`src/rtl/sfr_pkg.sv`:
```
`timescale 1ns / 1ps

package sfr_pkg;

    localparam int MAX_PATTERN_DEF = 8;
    localparam int MAX_REPLACE_DEF = 8;
    localparam int CFG_IDX_W       = 4;
    localparam int CFG_DATA_W      = 64;

    typedef enum logic [CFG_IDX_W-1:0] {
        REG_MATCH_PATTERN  = 4'd0,
        REG_MATCH_LENGTH   = 4'd1,
        REG_REPLACE_TEXT   = 4'd2,
        REG_REPLACE_LENGTH = 4'd3
    } t_cfg_reg;

    typedef struct packed {
        logic [7:0] in_byte;
        logic       in_last;
    } t_in_beat;

    typedef struct packed {
        logic [7:0] out_byte;
        logic       byte_valid;
        logic       out_last;
    } t_out_beat;

    typedef struct packed {
        logic       wr;
        logic       shift;
        logic [7:0] data;
    } t_cell_ctl;

    // byte k of a 64-bit register, zero past the register
    function automatic logic [7:0] byte_of(input logic [63:0] word, input logic [3:0] k);
        logic [7:0] b;
        b = 8'h00;
        if (!k[3]) begin
            b = word[{k[2:0], 3'b000} +: 8];
        end
        return b;
    endfunction

endpackage

```
`src/rtl/sfr_cell.sv`:
```
`timescale 1ns / 1ps

module sfr_cell (
    input  logic              i_clk,
    input  sfr_pkg::t_cell_ctl i_ctl,
    input  logic              i_sel,
    input  logic [7:0]        i_next,
    input  logic [7:0]        i_pat,
    input  logic              i_used,
    output logic [7:0]        o_byte,
    output logic              o_ok
);

    logic [7:0] r_byte;

    always_ff @(posedge i_clk) begin
        if (i_ctl.wr && i_sel) begin
            r_byte <= i_ctl.data;
        end else if (i_ctl.shift) begin
            r_byte <= i_next;
        end
    end

    assign o_byte = r_byte;
    assign o_ok   = !i_used || (r_byte == i_pat);

endmodule

```
`src/rtl/stream_find_and_replace_core.sv`:
```
`timescale 1ns / 1ps

// Streaming find and replace, one byte per input beat.
// Channels: input beats (byte, last flag) on i_in_valid/o_in_ready; result
// beats (byte, byte_valid, last flag) on o_out_valid/i_out_ready; register
// writes on i_cfg_valid/o_cfg_ready with an index and 64-bit data, always
// ready. Write registers only while the block is idle.
// Pending bytes sit in a row of cells, one byte each, compared in parallel
// against the pattern; a miss shifts the row by one toward the output.
// The compare state takes each accepted input beat; a result beat that it makes is
// registered into the output register, and replacement and flushed bytes follow
// from the replace and flush states. Per input beat the steps are accept, then
// compare (which can emit one result beat), then one result beat per replacement
// byte on a match and one per flushed byte on a last beat, as the single sequencer
// emits one result beat per cycle into the output register while it is not stalled.
// Reset: window emptied, registers at their reset values (pattern 0, match
// length 1, replacement empty). A stall on the output holds the output register
// and the sequencer in its compare, replace and flush states; no input beat is
// taken until the current one's results have all moved into the output register.
module stream_find_and_replace_core #(
    parameter int MAX_PATTERN = sfr_pkg::MAX_PATTERN_DEF,
    parameter int MAX_REPLACE = sfr_pkg::MAX_REPLACE_DEF
) (
    input  logic                          i_clk,
    input  logic                          i_rst_n,
    input  logic                          i_in_valid,
    output logic                          o_in_ready,
    input  sfr_pkg::t_in_beat             i_in,
    output logic                          o_out_valid,
    input  logic                          i_out_ready,
    output sfr_pkg::t_out_beat            o_out,
    input  logic                          i_cfg_valid,
    output logic                          o_cfg_ready,
    input  logic [sfr_pkg::CFG_IDX_W-1:0] i_cfg_index,
    input  logic [sfr_pkg::CFG_DATA_W-1:0] i_cfg_data
);

    localparam int FILL_W = $clog2(MAX_PATTERN + 1);
    localparam int RLEN_W = $clog2(MAX_REPLACE + 1);

    typedef enum logic [3:0] {
        ST_IDLE  = 4'b0001,
        ST_EVAL  = 4'b0010,
        ST_REPL  = 4'b0100,
        ST_FLUSH = 4'b1000
    } t_state;

    t_state              r_state, n_state;
    logic [FILL_W-1:0]   r_fill, n_fill;
    logic [RLEN_W-1:0]   r_cnt, n_cnt;
    logic                r_last;
    logic [63:0]         r_pattern, r_replace;
    logic [3:0]          r_mlen, r_rlen;
    logic                r_out_valid;
    sfr_pkg::t_out_beat  r_out, n_beat;

    logic [FILL_W-1:0]   len_eff, fill_eff;
    logic [RLEN_W-1:0]   rlen_eff;
    logic                in_fire, cfg_fire, slot, emit, hit;
    sfr_pkg::t_cell_ctl  cell_ctl;
    logic [7:0]          win [MAX_PATTERN];
    logic [MAX_PATTERN-1:0] cell_ok;

    always_comb begin
        if (r_mlen == 4'd0) begin
            len_eff = FILL_W'(1);
        end else if ({1'b0, r_mlen} > 5'(MAX_PATTERN)) begin
            len_eff = FILL_W'(MAX_PATTERN);
        end else begin
            len_eff = FILL_W'(r_mlen);
        end
        if ({1'b0, r_rlen} > 5'(MAX_REPLACE)) begin
            rlen_eff = RLEN_W'(MAX_REPLACE);
        end else begin
            rlen_eff = RLEN_W'(r_rlen);
        end
    end

    assign fill_eff    = (r_fill >= len_eff) ? '0 : r_fill;
    assign o_in_ready  = (r_state == ST_IDLE);
    assign in_fire     = i_in_valid && o_in_ready;
    assign o_cfg_ready = 1'b1;
    assign cfg_fire    = i_cfg_valid && o_cfg_ready;
    assign slot        = !r_out_valid || i_out_ready;
    assign hit         = &cell_ok;

    genvar gi;
    generate
        for (gi = 0; gi < MAX_PATTERN; gi++) begin : g_cell
            logic [7:0] next_byte;
            if (gi == MAX_PATTERN - 1) begin : g_end
                assign next_byte = 8'h00;
            end else begin : g_mid
                assign next_byte = win[gi+1];
            end
            sfr_cell u_cell (
                .i_clk  (i_clk),
                .i_ctl  (cell_ctl),
                .i_sel  (fill_eff == FILL_W'(gi)),
                .i_next (next_byte),
                .i_pat  (sfr_pkg::byte_of(r_pattern, 4'(gi))),
                .i_used (FILL_W'(gi) < len_eff),
                .o_byte (win[gi]),
                .o_ok   (cell_ok[gi])
            );
        end
    endgenerate

    always_comb begin
        n_state        = r_state;
        n_fill         = r_fill;
        n_cnt          = r_cnt;
        emit           = 1'b0;
        n_beat         = '0;
        cell_ctl.wr    = 1'b0;
        cell_ctl.shift = 1'b0;
        cell_ctl.data  = i_in.in_byte;
        unique case (r_state)
            ST_IDLE: begin
                if (in_fire) begin
                    cell_ctl.wr = 1'b1;
                    n_fill      = fill_eff + 1'b1;
                    n_state     = ST_EVAL;
                end
            end
            ST_EVAL: begin
                if (slot) begin
                    if (r_fill == len_eff) begin
                        if (hit) begin
                            n_fill = '0;
                            if (rlen_eff != '0) begin
                                n_cnt   = '0;
                                n_state = ST_REPL;
                            end else begin
                                // deleted match on the last beat: end marker only
                                emit            = r_last;
                                n_beat.out_last = 1'b1;
                                n_state         = ST_IDLE;
                            end
                        end else begin
                            emit              = 1'b1;
                            n_beat.out_byte   = win[0];
                            n_beat.byte_valid = 1'b1;
                            n_beat.out_last   = r_last && (len_eff == FILL_W'(1));
                            cell_ctl.shift    = 1'b1;
                            n_fill            = r_fill - 1'b1;
                            n_state = (r_last && len_eff != FILL_W'(1)) ? ST_FLUSH : ST_IDLE;
                        end
                    end else begin
                        n_state = r_last ? ST_FLUSH : ST_IDLE;
                    end
                end
            end
            ST_REPL: begin
                if (slot) begin
                    emit              = 1'b1;
                    n_beat.out_byte   = sfr_pkg::byte_of(r_replace, 4'(r_cnt));
                    n_beat.byte_valid = 1'b1;
                    n_beat.out_last   = r_last && (r_cnt == rlen_eff - 1'b1);
                    if (r_cnt == rlen_eff - 1'b1) begin
                        n_state = ST_IDLE;
                    end else begin
                        n_cnt = r_cnt + 1'b1;
                    end
                end
            end
            ST_FLUSH: begin
                if (slot) begin
                    emit              = 1'b1;
                    n_beat.out_byte   = win[0];
                    n_beat.byte_valid = 1'b1;
                    n_beat.out_last   = (r_fill == FILL_W'(1));
                    cell_ctl.shift    = 1'b1;
                    n_fill            = r_fill - 1'b1;
                    if (r_fill == FILL_W'(1)) begin
                        n_state = ST_IDLE;
                    end
                end
            end
            default: begin
                n_state = ST_IDLE;
            end
        endcase
    end

    always_ff @(posedge i_clk) begin
        if (!i_rst_n) begin
            r_state     <= ST_IDLE;
            r_fill      <= '0;
            r_cnt       <= '0;
            r_last      <= 1'b0;
            r_pattern   <= '0;
            r_mlen      <= 4'd1;
            r_replace   <= '0;
            r_rlen      <= 4'd0;
            r_out_valid <= 1'b0;
        end else begin
            r_state <= n_state;
            r_fill  <= (cfg_fire && i_cfg_index == sfr_pkg::REG_MATCH_LENGTH) ? '0 : n_fill;
            r_cnt   <= n_cnt;
            if (in_fire) begin
                r_last <= i_in.in_last;
            end
            if (cfg_fire) begin
                unique case (i_cfg_index)
                    sfr_pkg::REG_MATCH_PATTERN:  r_pattern <= i_cfg_data;
                    sfr_pkg::REG_MATCH_LENGTH:   r_mlen    <= i_cfg_data[3:0];
                    sfr_pkg::REG_REPLACE_TEXT:   r_replace <= i_cfg_data;
                    sfr_pkg::REG_REPLACE_LENGTH: r_rlen    <= i_cfg_data[3:0];
                    default: ;
                endcase
            end
            if (emit) begin
                r_out_valid <= 1'b1;
            end else if (i_out_ready) begin
                r_out_valid <= 1'b0;
            end
        end
    end

    always_ff @(posedge i_clk) begin
        if (emit) begin
            r_out <= n_beat;
        end
    end

    assign o_out_valid = r_out_valid;
    assign o_out       = r_out;

`ifndef SYNTHESIS
    a_fill_bound: assert property (@(posedge i_clk) disable iff (!i_rst_n)
        r_state == ST_IDLE |-> r_fill < len_eff)
        else $error("window fill not below match length while idle");

    a_repl_empty: assert property (@(posedge i_clk) disable iff (!i_rst_n)
        r_state == ST_REPL |-> r_fill == '0)
        else $error("window not empty during replacement");

    a_flush_nonempty: assert property (@(posedge i_clk) disable iff (!i_rst_n)
        r_state == ST_FLUSH |-> r_fill != '0)
        else $error("flush with empty window");

    a_marker_form: assert property (@(posedge i_clk) disable iff (!i_rst_n)
        o_out_valid && !o_out.byte_valid |-> o_out.out_last && o_out.out_byte == 8'h00)
        else $error("end marker beat malformed");
`endif

endmodule
```
`config.mk`:
```
export PLATFORM = sky130hd
export DESIGN_NAME = stream_find_and_replace_core
export DESIGN_NICKNAME = d
export VERILOG_FILES = /design/src/rtl/sfr_pkg.sv /design/src/rtl/sfr_cell.sv /design/src/rtl/stream_find_and_replace_core.sv
export SDC_FILE = /design/constraint.sdc
export NUM_CORES = 1
export LEC_CHECK = 0
export BUFFER_PORTS_ARGS = -buffer_cell sky130_fd_sc_hd__buf_2
export CORE_ASPECT_RATIO = 2
export CORE_MARGIN = 1.5
export CORE_UTILIZATION = 45
export CTS_BUF_LIST = sky130_fd_sc_hd__clkbuf_16
export DETAILED_ROUTE_END_ITERATION = 6
export PLACE_DENSITY = 0.65
export SETUP_SLACK_MARGIN = 0.4
export SLEW_MARGIN = 0
export SYNTH_ARGS = -nofsm -noshare
export SYNTH_HDL_FRONTEND = slang
export SYNTH_SLANG_ARGS = --single-unit
```
`constraint.sdc`:
```
create_clock -name i_clk -period 4.4 [get_ports i_clk]
set_input_delay 0.44 -clock i_clk [delete_from_list [all_inputs] [get_ports i_clk]]
set_output_delay 0.44 -clock i_clk [all_outputs]
set_load 0.05 [all_outputs]
```
==> flow_metrics.py, run 1 <==
metrics = {
    "floorplanning": {
        "die_y_um": 220,
        "num_rows": 79,
        "die-area_um2": 24500,
        "design.core.area_um2": 23100,
        "pin_count": 95,
        "die_x_um": 111,
        "initial_core_util_pct": 45.7,
    },
    "power": {
        "finalPower_uw": 4390,
        "comb_power_share_pct": 9.6,
        "p_seq_share_pct": 51.2,
        "power.internal_uw": 3310,
        "leakagePower_uw": 0.00422,
        "p_sw_uw": 1090,
        "powerDensity_nw_per_um2": 368,
        "ir_worst_vdd_uv": 294,
        "swShare_pct": 24.7,
        "power.share.clock_pct": 39.2,
    },
    "global_routing": {
        "grtUsageTotal_pct": 24.3,
        "antenna_found_initial": 0,
        "grt_overflow": 0,
        "grt_pass1_wl_um": 45500,
        "grt_pass1_vias": 8022,
        "grt_max_degree": 93,
    },
    "critical_path": {
        "critPathCaptureType": "flip-flop",
        "critical_path.max_fanout": 12,
        "crit_chain": "nor2_1 > nor2_1 > nor2_1 > ha_1 > and4_1 > a211oi_2 > inv_1 > nor2_1 > ha_1 > nand2_1 > o21ai_1",
        "slowest_stage": "dfxtp_1",
        "path_buf_inv": 1,
        "critPathKind": "reg2reg",
        "cpPeakStageDelay_ps": 480,
        "cp.arrival_ps": 3800,
        "crit_path_frequent_cell": "nor2_1",
        "crit_family": "simple AND/OR/NAND/NOR gates",
        "crit_path_start_kind": "flip-flop",
        "required_ps": 4540,
    },
    "layout": {
        "fill_cells": 2195,
        "drive_above_1_share_pct": 19.9,
        "finalNetCount": 1216,
        "layout.cells.non_filler": 1420,
        "area_growth_syn_to_layout_pct": 12.8,
        "postLayoutCoreUtil_pct": 51.6,
    },
    "synth": {
        "avgSynthCellArea_um2": 10.1,
        "synth.most_common_cell": "nand2_1",
        "synth.top_cell.area_share_pct": 28.4,
        "synthTopCellsByArea": "dfxtp_1 28%, edfxtp_1 21%, nand2_1 10%",
        "synth-main-ff-cell": "dfxtp_1",
        "synth-edff-count": 74,
        "ys_seq_elements": 224,
        "synthTopCellsByCount": "291 x nand2_1, 150 x dfxtp_1, 133 x a21boi_0, 74 x edfxtp_1, 55 x mux2_2",
        "yosys.area.top_type": "dfxtp_1",
        "post_synth_num_cell_types": 61,
        "yosysWarnings": 0,
        "netlist_area_um2": 10600,
        "syn_nets": 1144,
        "netlist_instances": 1049,
        "synthArstFlopShare_pct": 0,
        "seq_area_frac_synth_pct": 49.4,
    },
    "timing": {
        "rsz0062_at_grt": "false",
        "fin_skew_ps": 18.4,
        "holdWs_ps": 178,
        "fmax_mhz": 273,
        "hold_violations": 0,
        "fin_tns_setup_ps": 0,
        "period_minus_slack_ps": 3660,
        "worst_pin_slew_ps": 1130,
        "max-slew-margin-rel_pct": 24.2,
        "slew_violations": 0,
        "finalCritPeriodShare_pct": 83.2,
        "setup_violations": 0,
    },
    "cts": {
        "cts.path.max_buffers": 3,
        "clk_pin_slew_worst_paths_ps": 70,
        "insertion_delay_ps": 520,
        "cts_root_buffer": "clkbuf_16",
        "htree_levels": 1,
        "cts.sink_count": 224,
        "cts_tree": "built",
        "cts-buffers-inserted": 21,
    },
    "flow_run": {
        "drv_cap": 0,
    },
    "detailed_routing": {
        "drc": 0,
        "dr_total_vias": 7858,
        "vias_per_cell": 5.53,
        "wire_per_inst_um": 20.9,
        "postRouteAntennaNets": 0,
        "drt_iter0_markers": 403,
        "routed_wl_um": 29600,
        "dr.pass1.iters": 5,
    },
    "placement": {
        "port_buffers": 93,
        "gp_congestion": 0.873,
        "placedCellCount": 1381,
        "dp_hpwl_um": 22000,
    },
    "outcome": {
        "status": "complete, no violations",
    },
    "min_path": {
        "hold_class": "in2reg",
    },
}
==> cell families (layout without fill, tap and decap cells) <==
logic type | after synthesis | after routing | synth area share (%)
AOI/OAI and AO/OA | 198 | 198 | 13.8
xor gates and xnor gates | 71 | 71 | 5.88
adders and majority gates | 13 | 13 | 1.54
buffers and inverters | 64 | 151 | 2.34
DFF | 224 | 224 | 49.4
muxes | 86 | 86 | 10.7
other | 1 | 2 | 0.0355
and+or+nand+nor | 392 | 392 | 16.3
==> per-stage QoR <==
stage | instance area [um2] | setup WS, ps
after floorplan | 10600 | 1190
after global placement | 11300 | 883
after detailed placement | 11300 | 733
after CTS | 11900 | 718
after global routing | 11900 | 432
final | 11900 | 738
==> tightest hold or removal path: stages <==
cell and delay [ps]:
buf_2 100, nand2_1 40, a21boi_0 60
==> power by group through the flow <==
stage	Sequential (uW)	Combinational (uW)	Clock (uW)
CTS	2250	422	1770
global placement	2290	416	0
detailed placement	2290	421	0
finish	2250	422	1720
floorplan	2280	265	0
global route	2250	459	1840
==> cell usage in the layout (no fill, tap or decap), types with 3 or more instances in the layout <==
cell type	instances
dfxtp_1	150
o2bb2ai_1	8
nor4_1	8
mux2i_1	14
o221a_2	3
or2_2	4
a21o_1	3
xor2_1	28
o211ai_1	3
and3_1	9
inv_1	16
o22ai_1	4
o21ai_0	19
nor2_1	12
o32a_1	3
xnor2_1	43
a21oi_1	7
edfxtp_1	74
nand2b_1	4
nand2_1	291
a21boi_0	133
mux2_2	55
ha_1	13
buf_2	92
mux4_2	16
clkbuf_16	23
nor2b_1	9
nand3_1	13
clkinv_2	3
buf_4	12
nor3_1	3
nand4_1	14
==> what timing repair did <==
action / 4_1_cts / 5_1_grt
buffers inserted: 0 / 0
hold buffers: 0 / 0
endpoints found under the setup margin: 0 / 8
resized for setup: 0 / 1
==> worst paths after layout <==
path | startpoint | endpoint | slack, ps | cells after the start
min | i_cfg_data[8] | r_replace[8] | 180 | 3
min reg2reg | r_replace[23] | r_replace[23] | 460 | 2
max reg2reg | r_mlen[1] | g_cell[3].u_cell.o_byte[2] | 740 | 11
max | r_mlen[1] | g_cell[3].u_cell.o_byte[2] | 740 | 11
==> routing by layer <==
layer  wire (um)  global-route usage, %  part of all wire [%]
met5           0                      0                     0
met4        1040                   9.87                   3.5
met3        1180                   2.70                   4.0
met2       16500                   48.2                    56
met1       10900                   25.5                    37
==> cell type report <==
type                    instances  area (um2)  area share (%)
well taps                     283         354            2.97
flip-flops and latches        224        5230            43.8
clock buffers                  23         576            4.82
repair buffers                104         551            4.61
multi-input cells             761        5120            42.9
diodes                          1        2.50          0.0210
inverters                       9        33.8           0.283
clock inverters                15        73.8           0.619
==> sequential cells by signal, indices dropped and copies added, names as in the netlist <==
signal	flops
o_out_valid	1
g_cell.u_cell.o_byte	64
r_rlen	4
r_pattern	64
r_last	1
r_cnt	4
r_state	4
o_out	10
r_replace	64
r_mlen	4
r_fill	4
Note: power is estimated with default switching activity, not from simulation.
==> inputs of run 2 (changes only) <==
Clock period 4.4 ns to 3.7 ns, I/O delays scaled along.
==> run 2 against run 1 <==
Clock-buffer cell count is 2 lower. Register-to-register slack got worse by 160 ps. Critical path type unchanged. Critical endpoint is now g_cell[0].u_cell.o_byte[7]. Combinational power rose by 26%. Sequential power rose by 19%. Wire length increased by 1.8%. Highest routed layer unchanged. Global-route usage up 0.45 points.
==> flow_metrics.py, run 2 (synthesis results as in run 1) <==
metrics = {
    "critical_path": {
        "crit_chain": "inv_1 > nand2_1 > ha_1 > nor2b_1 > o21ai_0 > nand2b_1 > a211oi_4 > inv_1 > nor2_2 > inv_1 > ha_1 > nand2_1 > buf_4 > mux2_2",
        "cpPeakStageDelay_ps": 350,
        "slowest_stage": "dfxtp_1",
        "crit_path_start_kind": "flip-flop",
        "cp.arrival_ps": 3380,
        "crit_path_frequent_cell": "inv_1",
        "required_ps": 3960,
        "rr_worst_depth": 14,
        "path_buf_inv": 4,
        "crit_family": "simple AND/OR/NAND/NOR gates",
        "r2r-end": "g_cell[0].u_cell.o_byte[7]",
        "critPathKind": "reg2reg",
        "r2r-start": "r_mlen[3]",
        "critical_path.max_fanout": 8,
        "critPathCaptureType": "flip-flop",
        "r2r_slack_ps": 580,
    },
    "power": {
        "ir_worst_vdd_uv": 368,
        "finalPower_uw": 5250,
        "leakagePower_uw": 0.00428,
        "powerDensity_nw_per_um2": 436,
    },
    "cts": {
        "cts-buffers-inserted": 21,
        "cts_hold_buf": 0,
        "insertion_delay_ps": 510,
        "clk_pin_slew_worst_paths_ps": 70,
        "cts.sink_count": 224,
        "htree_levels": 1,
        "cts_tree": "built",
        "cts.path.max_buffers": 3,
        "cts_root_buffer": "clkbuf_16",
    },
    "placement": {
        "port_buffers": 93,
        "dp_hpwl_um": 22400,
        "gp_congestion": 0.885,
    },
    "min_path": {
        "hold_class": "in2reg",
        "min_path_cells": 3,
        "holdPathEnd": "r_pattern[6]",
        "hold_start": "i_cfg_data[6]",
    },
    "layout": {
        "fill_cells": 2151,
        "finalNetCount": 1225,
        "layout_common_cells": "287 x nand2_1, 149 x dfxtp_1, 133 x a21boi_0, 92 x buf_2, 74 x edfxtp_1",
        "ff_latch_area_um2": 5230,
        "drive_above_1_share_pct": 21.2,
        "multi_input_area_um2": 5150,
        "postLayoutCoreUtil_pct": 52.1,
        "area_growth_syn_to_layout_pct": 13.8,
        "final_common_cell": "nand2_1",
    },
    "flow_run": {
        "drv_cap": 0,
    },
    "detailed_routing": {
        "drc": 0,
        "dr.pass1.iters": 5,
        "wire_per_inst_um": 21.1,
        "routed_wl_um": 30200,
        "postRouteAntennaNets": 0,
        "drt_iter0_markers": 462,
        "dr_total_vias": 7982,
        "vias_per_cell": 5.59,
    },
    "timing": {
        "worst_pin_slew_ps": 889,
        "slew_violations": 0,
        "finalCritPeriodShare_pct": 84.4,
        "period_minus_slack_ps": 3120,
        "fin_skew_ps": 10.6,
        "hold_violations": 0,
        "rsz0062_at_grt": "false",
        "max-slew-margin-rel_pct": 40.7,
        "setup_violations": 0,
        "fmax_mhz": 320,
        "fin_tns_setup_ps": 0,
    },
    "floorplanning": {
        "die_x_um": 111,
        "pin_count": 95,
        "num_rows": 79,
        "die_y_um": 220,
        "design.core.area_um2": 23100,
        "initial_core_util_pct": 45.7,
        "die-area_um2": 24500,
    },
    "outcome": {
        "status": "complete, no violations",
    },
    "global_routing": {
        "antenna_found_initial": 1,
        "grt_pass1_vias": 8005,
        "grtUsageTotal_pct": 24.7,
        "grt_max_degree": 99,
        "grt_pass1_wl_um": 46200,
        "grt_overflow": 0,
    },
}
==> run 2: cell count changes in the layout (fill, tap and decap cells not counted), sizes merged <==
cell	before	now
buf	104	113
clkbuf	23	21
bufinv	0	1
clkinv	6	7
clkinvlp	1	0
inv	17	18
==> run 2: area by class of cell <==
| type | count | area share (%) |
|---|---|---|
| sequential | 224 | 43.4 |
| multi-input combinational | 761 | 42.8 |
| timing repair buffer | 113 | 5.34 |
| clock buffer | 21 | 4.36 |
| tap | 283 | 2.94 |
| clock inverter | 17 | 0.842 |
| inverter | 9 | 0.281 |
| antenna | 1 | 0.0208 |
==> run 2: metrics by stage <==
step	cells	worst slack (ps)	cell area (um2)	hold WS, ps
floorplan	1049	485	10600	440
global placement	1390	362	11400	447
detailed placement	1390	241	11400	453
CTS	1428	458	12000	103
global route	1428	407	12000	120
finish	1429	578	12000	118
==> run 2: timing repair <==
action,CTS,global route
endpoints found under the setup margin,16,112
buffers inserted,0,0
resized for setup,3,10
gates cloned,0,0
pin swaps,0,1
==> run 2: routing by layer <==
layer	vias to the layer above	global-route usage [%]	wire length [um]
li1	3826	-	-
met1	3817	26.5	10800
met4	0	13.6	1800
met2	263	46.6	16100
met5	-	0	0
met3	76	3.05	1510
==> run 2: worst register-to-register path: stages, from the launching register on <==
cell      delay [ps]
dfxtp_1          350
inv_1            120
nand2_1           90
ha_1             300
nor2b_1          140
o21ai_0          150
nand2b_1         120
a211oi_4         340
inv_1            170
nor2_2           160
inv_1             80
ha_1             220
nand2_1          100
buf_4            180
mux2_2           350
==> run 2: report_power, final <==
group / switching [uW] / internal, uW
sequential: 63.4 / 2610
clock: 936 / 1100
combinational: 318 / 213
==> run 2: worst max path at each step <==
stage                         start                    endpoint  slack, ps  depth (start not counted)
final                     r_mlen[3]  g_cell[0].u_cell.o_byte[7]        580                         14
after global routing      r_mlen[3]  g_cell[0].u_cell.o_byte[7]        410                         14
after CTS                 r_mlen[1]  g_cell[1].u_cell.o_byte[5]        460                         12
after detailed placement  r_mlen[1]  g_cell[5].u_cell.o_byte[1]        240                         12
after global placement    r_mlen[1]  g_cell[1].u_cell.o_byte[6]        360                         12
after floorplan           r_mlen[1]  g_cell[3].u_cell.o_byte[0]        490                         13
==> inputs of run 3 (changes only) <==
Settings changed: PLACE_DENSITY 0.65 to 0.68.
Clock period 3.7 ns to 2.8 ns, I/O delays scaled along.
==> run 3 against run 2 <==
Setup slack got worse by 440 ps. Register-to-register slack got worse by 440 ps. Clock power is 33% higher. Clock-buffer cell count unchanged. Cell area increased by 7.9%. Wire length is 3.2% higher. Via count up 3.1%. Sequential share of layout area is 3.1 points lower. Core utilization rose by 4.1 points. Worst hold slack worse by 110 ps. Sequential power grew 32%. Largest cell class is now multi-input gates. Highest routed layer unchanged.
==> flow_metrics.py, run 3 (synthesis results as in run 1) <==
metrics = {
    "outcome": {
        "status": "complete, no violations",
    },
    "cts": {
        "cts-buffers-inserted": 21,
        "insertion_delay_ps": 530,
        "htree_levels": 1,
        "cts_tree": "built",
        "cts.sink_count": 224,
        "clk_pin_slew_worst_paths_ps": 70,
        "cts.path.max_buffers": 3,
        "cts_root_buffer": "clkbuf_16",
    },
    "global_routing": {
        "grtUsageTotal_pct": 25.3,
        "grt_max_degree": 110,
        "grt_pass1_vias": 8457,
        "antenna_found_initial": 0,
        "grt_pass1_wl_um": 47400,
        "grt_overflow": 0,
    },
    "power": {
        "power.share.clock_pct": 37.3,
        "leakagePower_uw": 0.00471,
        "comb_power_share_pct": 14.0,
        "p_sw_uw": 1900,
        "power.internal_uw": 5350,
        "swShare_pct": 26.2,
        "ir_worst_vdd_uv": 585,
        "finalPower_uw": 7260,
        "p_seq_share_pct": 48.6,
        "powerDensity_nw_per_um2": 558,
    },
    "critical_path": {
        "critPathKind": "reg2reg",
        "rr_worst_depth": 12,
        "critPathCaptureType": "flip-flop",
        "critical_path.max_fanout": 5,
        "r2r-start": "r_mlen[2]",
        "crit_path_start_kind": "flip-flop",
        "cp.arrival_ps": 2930,
        "r2r_slack_ps": 140,
        "r2r-end": "g_cell[4].u_cell.o_byte[3]",
        "required_ps": 3070,
    },
    "timing": {
        "rsz0062_at_grt": "true",
        "finalCritPeriodShare_pct": 95.0,
        "holdWs_ps": 11.3,
        "worst_pin_slew_ps": 808,
        "max-slew-margin-rel_pct": 46.0,
        "slew_violations": 0,
        "fmax_mhz": 376,
        "fin_skew_ps": 12.3,
        "period_minus_slack_ps": 2660,
        "hold_violations": 0,
        "setup_violations": 0,
    },
    "floorplanning": {
        "die_x_um": 111,
        "die-area_um2": 24500,
        "die_y_um": 220,
        "design.core.area_um2": 23100,
        "num_rows": 79,
        "initial_core_util_pct": 45.7,
        "pin_count": 95,
    },
    "layout": {
        "layout_common_cells": "283 x nand2_1, 145 x dfxtp_1, 133 x a21boi_0, 92 x buf_2, 74 x edfxtp_1",
        "final_cell_area_um2": 13000,
        "finalNetCount": 1265,
        "drive_above_1_share_pct": 27.8,
        "antenna_cells": 0,
        "area_growth_syn_to_layout_pct": 22.8,
        "layout.cells.non_filler": 1468,
        "final_common_cell": "nand2_1",
    },
    "detailed_routing": {
        "route.met3.wl_um": 1090,
        "wire_per_inst_um": 21.2,
        "wl_met2_um": 17100,
        "dr.pass1.iters": 4,
        "routed.top_layer": "met4",
        "dr_total_vias": 8228,
        "postRouteAntennaNets": 0,
        "wirelength_met1_um": 11300,
        "drc": 0,
        "routed_wl_um": 31100,
        "vias_per_cell": 5.60,
        "drt_iter0_markers": 429,
    },
    "placement": {
        "gp_congestion": 0.889,
        "dp_hpwl_um": 22300,
        "placedCellCount": 1406,
        "place_area_um2": 11700,
        "port_buffers": 93,
    },
    "min_path": {
        "hold_class": "in2reg",
        "min_path_cells": 3,
        "hold_start": "i_cfg_data[47]",
        "holdPathEnd": "r_replace[47]",
    },
    "flow_run": {
        "drv_cap": 0,
    },
}
run 3: cell types whose count changed in the layout (fill, tap and decap cells not counted), moves of 7 or more:
cell / previous run / this run
buf_4: 19 / 39
buf_6: 0 / 10
o21ai_0: 17 / 7
mux2_2: 55 / 23
ha_1: 13 / 6
inv_1: 16 / 8
nand2_8: 0 / 7
mux2_4: 0 / 33
run 3: worst max path at each step:
stage | startpoint | slack, ps | depth (start not counted) | to
after floorplan | r_mlen[1] | 170 | 12 | g_cell[6].u_cell.o_byte[0]
after global placement | g_cell[7].u_cell.o_byte[0] | 90 | 9 | r_state[2]
after detailed placement | r_mlen[2] | 20 | 13 | g_cell[2].u_cell.o_byte[7]
after CTS | r_mlen[1] | 200 | 14 | g_cell[4].u_cell.o_byte[6]
after global routing | r_mlen[2] | -8 | 14 | g_cell[6].u_cell.o_byte[3]
final | r_mlen[2] | 140 | 12 | g_cell[4].u_cell.o_byte[3]
run 3: layout make-up:
cell class,count,area (um2)
Timing Repair Buffer,148,996
Inverter,9,37.5
Fill cell,2029,10100
Clock buffer,21,526
Sequential cell,224,5230
Clock inverter,17,103
Tap cell,283,354
Multi-Input combinational cell,766,5740
run 3: routing by layer:
metal  vias up  global-route usage (%)
met1      4025                    26.4
met3        82                    2.56
met4         0                    12.5
met5         -                       0
met2       209                    49.5
li1       3912                       -
run 3: power by group through the flow:
stage / logic (uW) / registers, uW / clock network (uW)
finish: 1020 / 3530 / 2710
CTS: 926 / 3520 / 2750
detailed placement: 770 / 3600 / 0
global placement: 760 / 3590 / 0
global route: 1090 / 3530 / 2850
floorplan: 489 / 3580 / 0
run 3: critical path, cell delays in order (launching register included):
cell and delay (ps):
dfxtp_2 350, nor2_4 120, nor2_2 50, nor2_2 130
ha_2 300, and4_4 170, a211oi_4 280, inv_2 110
nor2_4 140, inv_2 80, ha_4 230, nand2_4 130
mux2_4 310
run 3: repair_timing:
| action | in CTS | in global routing |
|---|---|---|
| endpoints found under the setup margin | 160 | 161 |
| setup buffers | 11 | 7 |
| pin swaps | 29 | 23 |
| endpoints found under the hold margin | 1 | 0 |
| hold buffers | 1 | 0 |
| resized for setup | 68 | 38 |
| cloned | 4 | 1 |
run 3: metrics by stage:
stage | util (%) | setup slack (ps) | setup TNS [ps]
floorplan | - | 174 | 0
global placement | 50.6 | 92.4 | 0
detailed placement | 50.6 | 21.8 | 0
CTS | 55.1 | 200 | 0
global route | 56.2 | -8.01 | -38.9
finish | 56.2 | 139 | 0
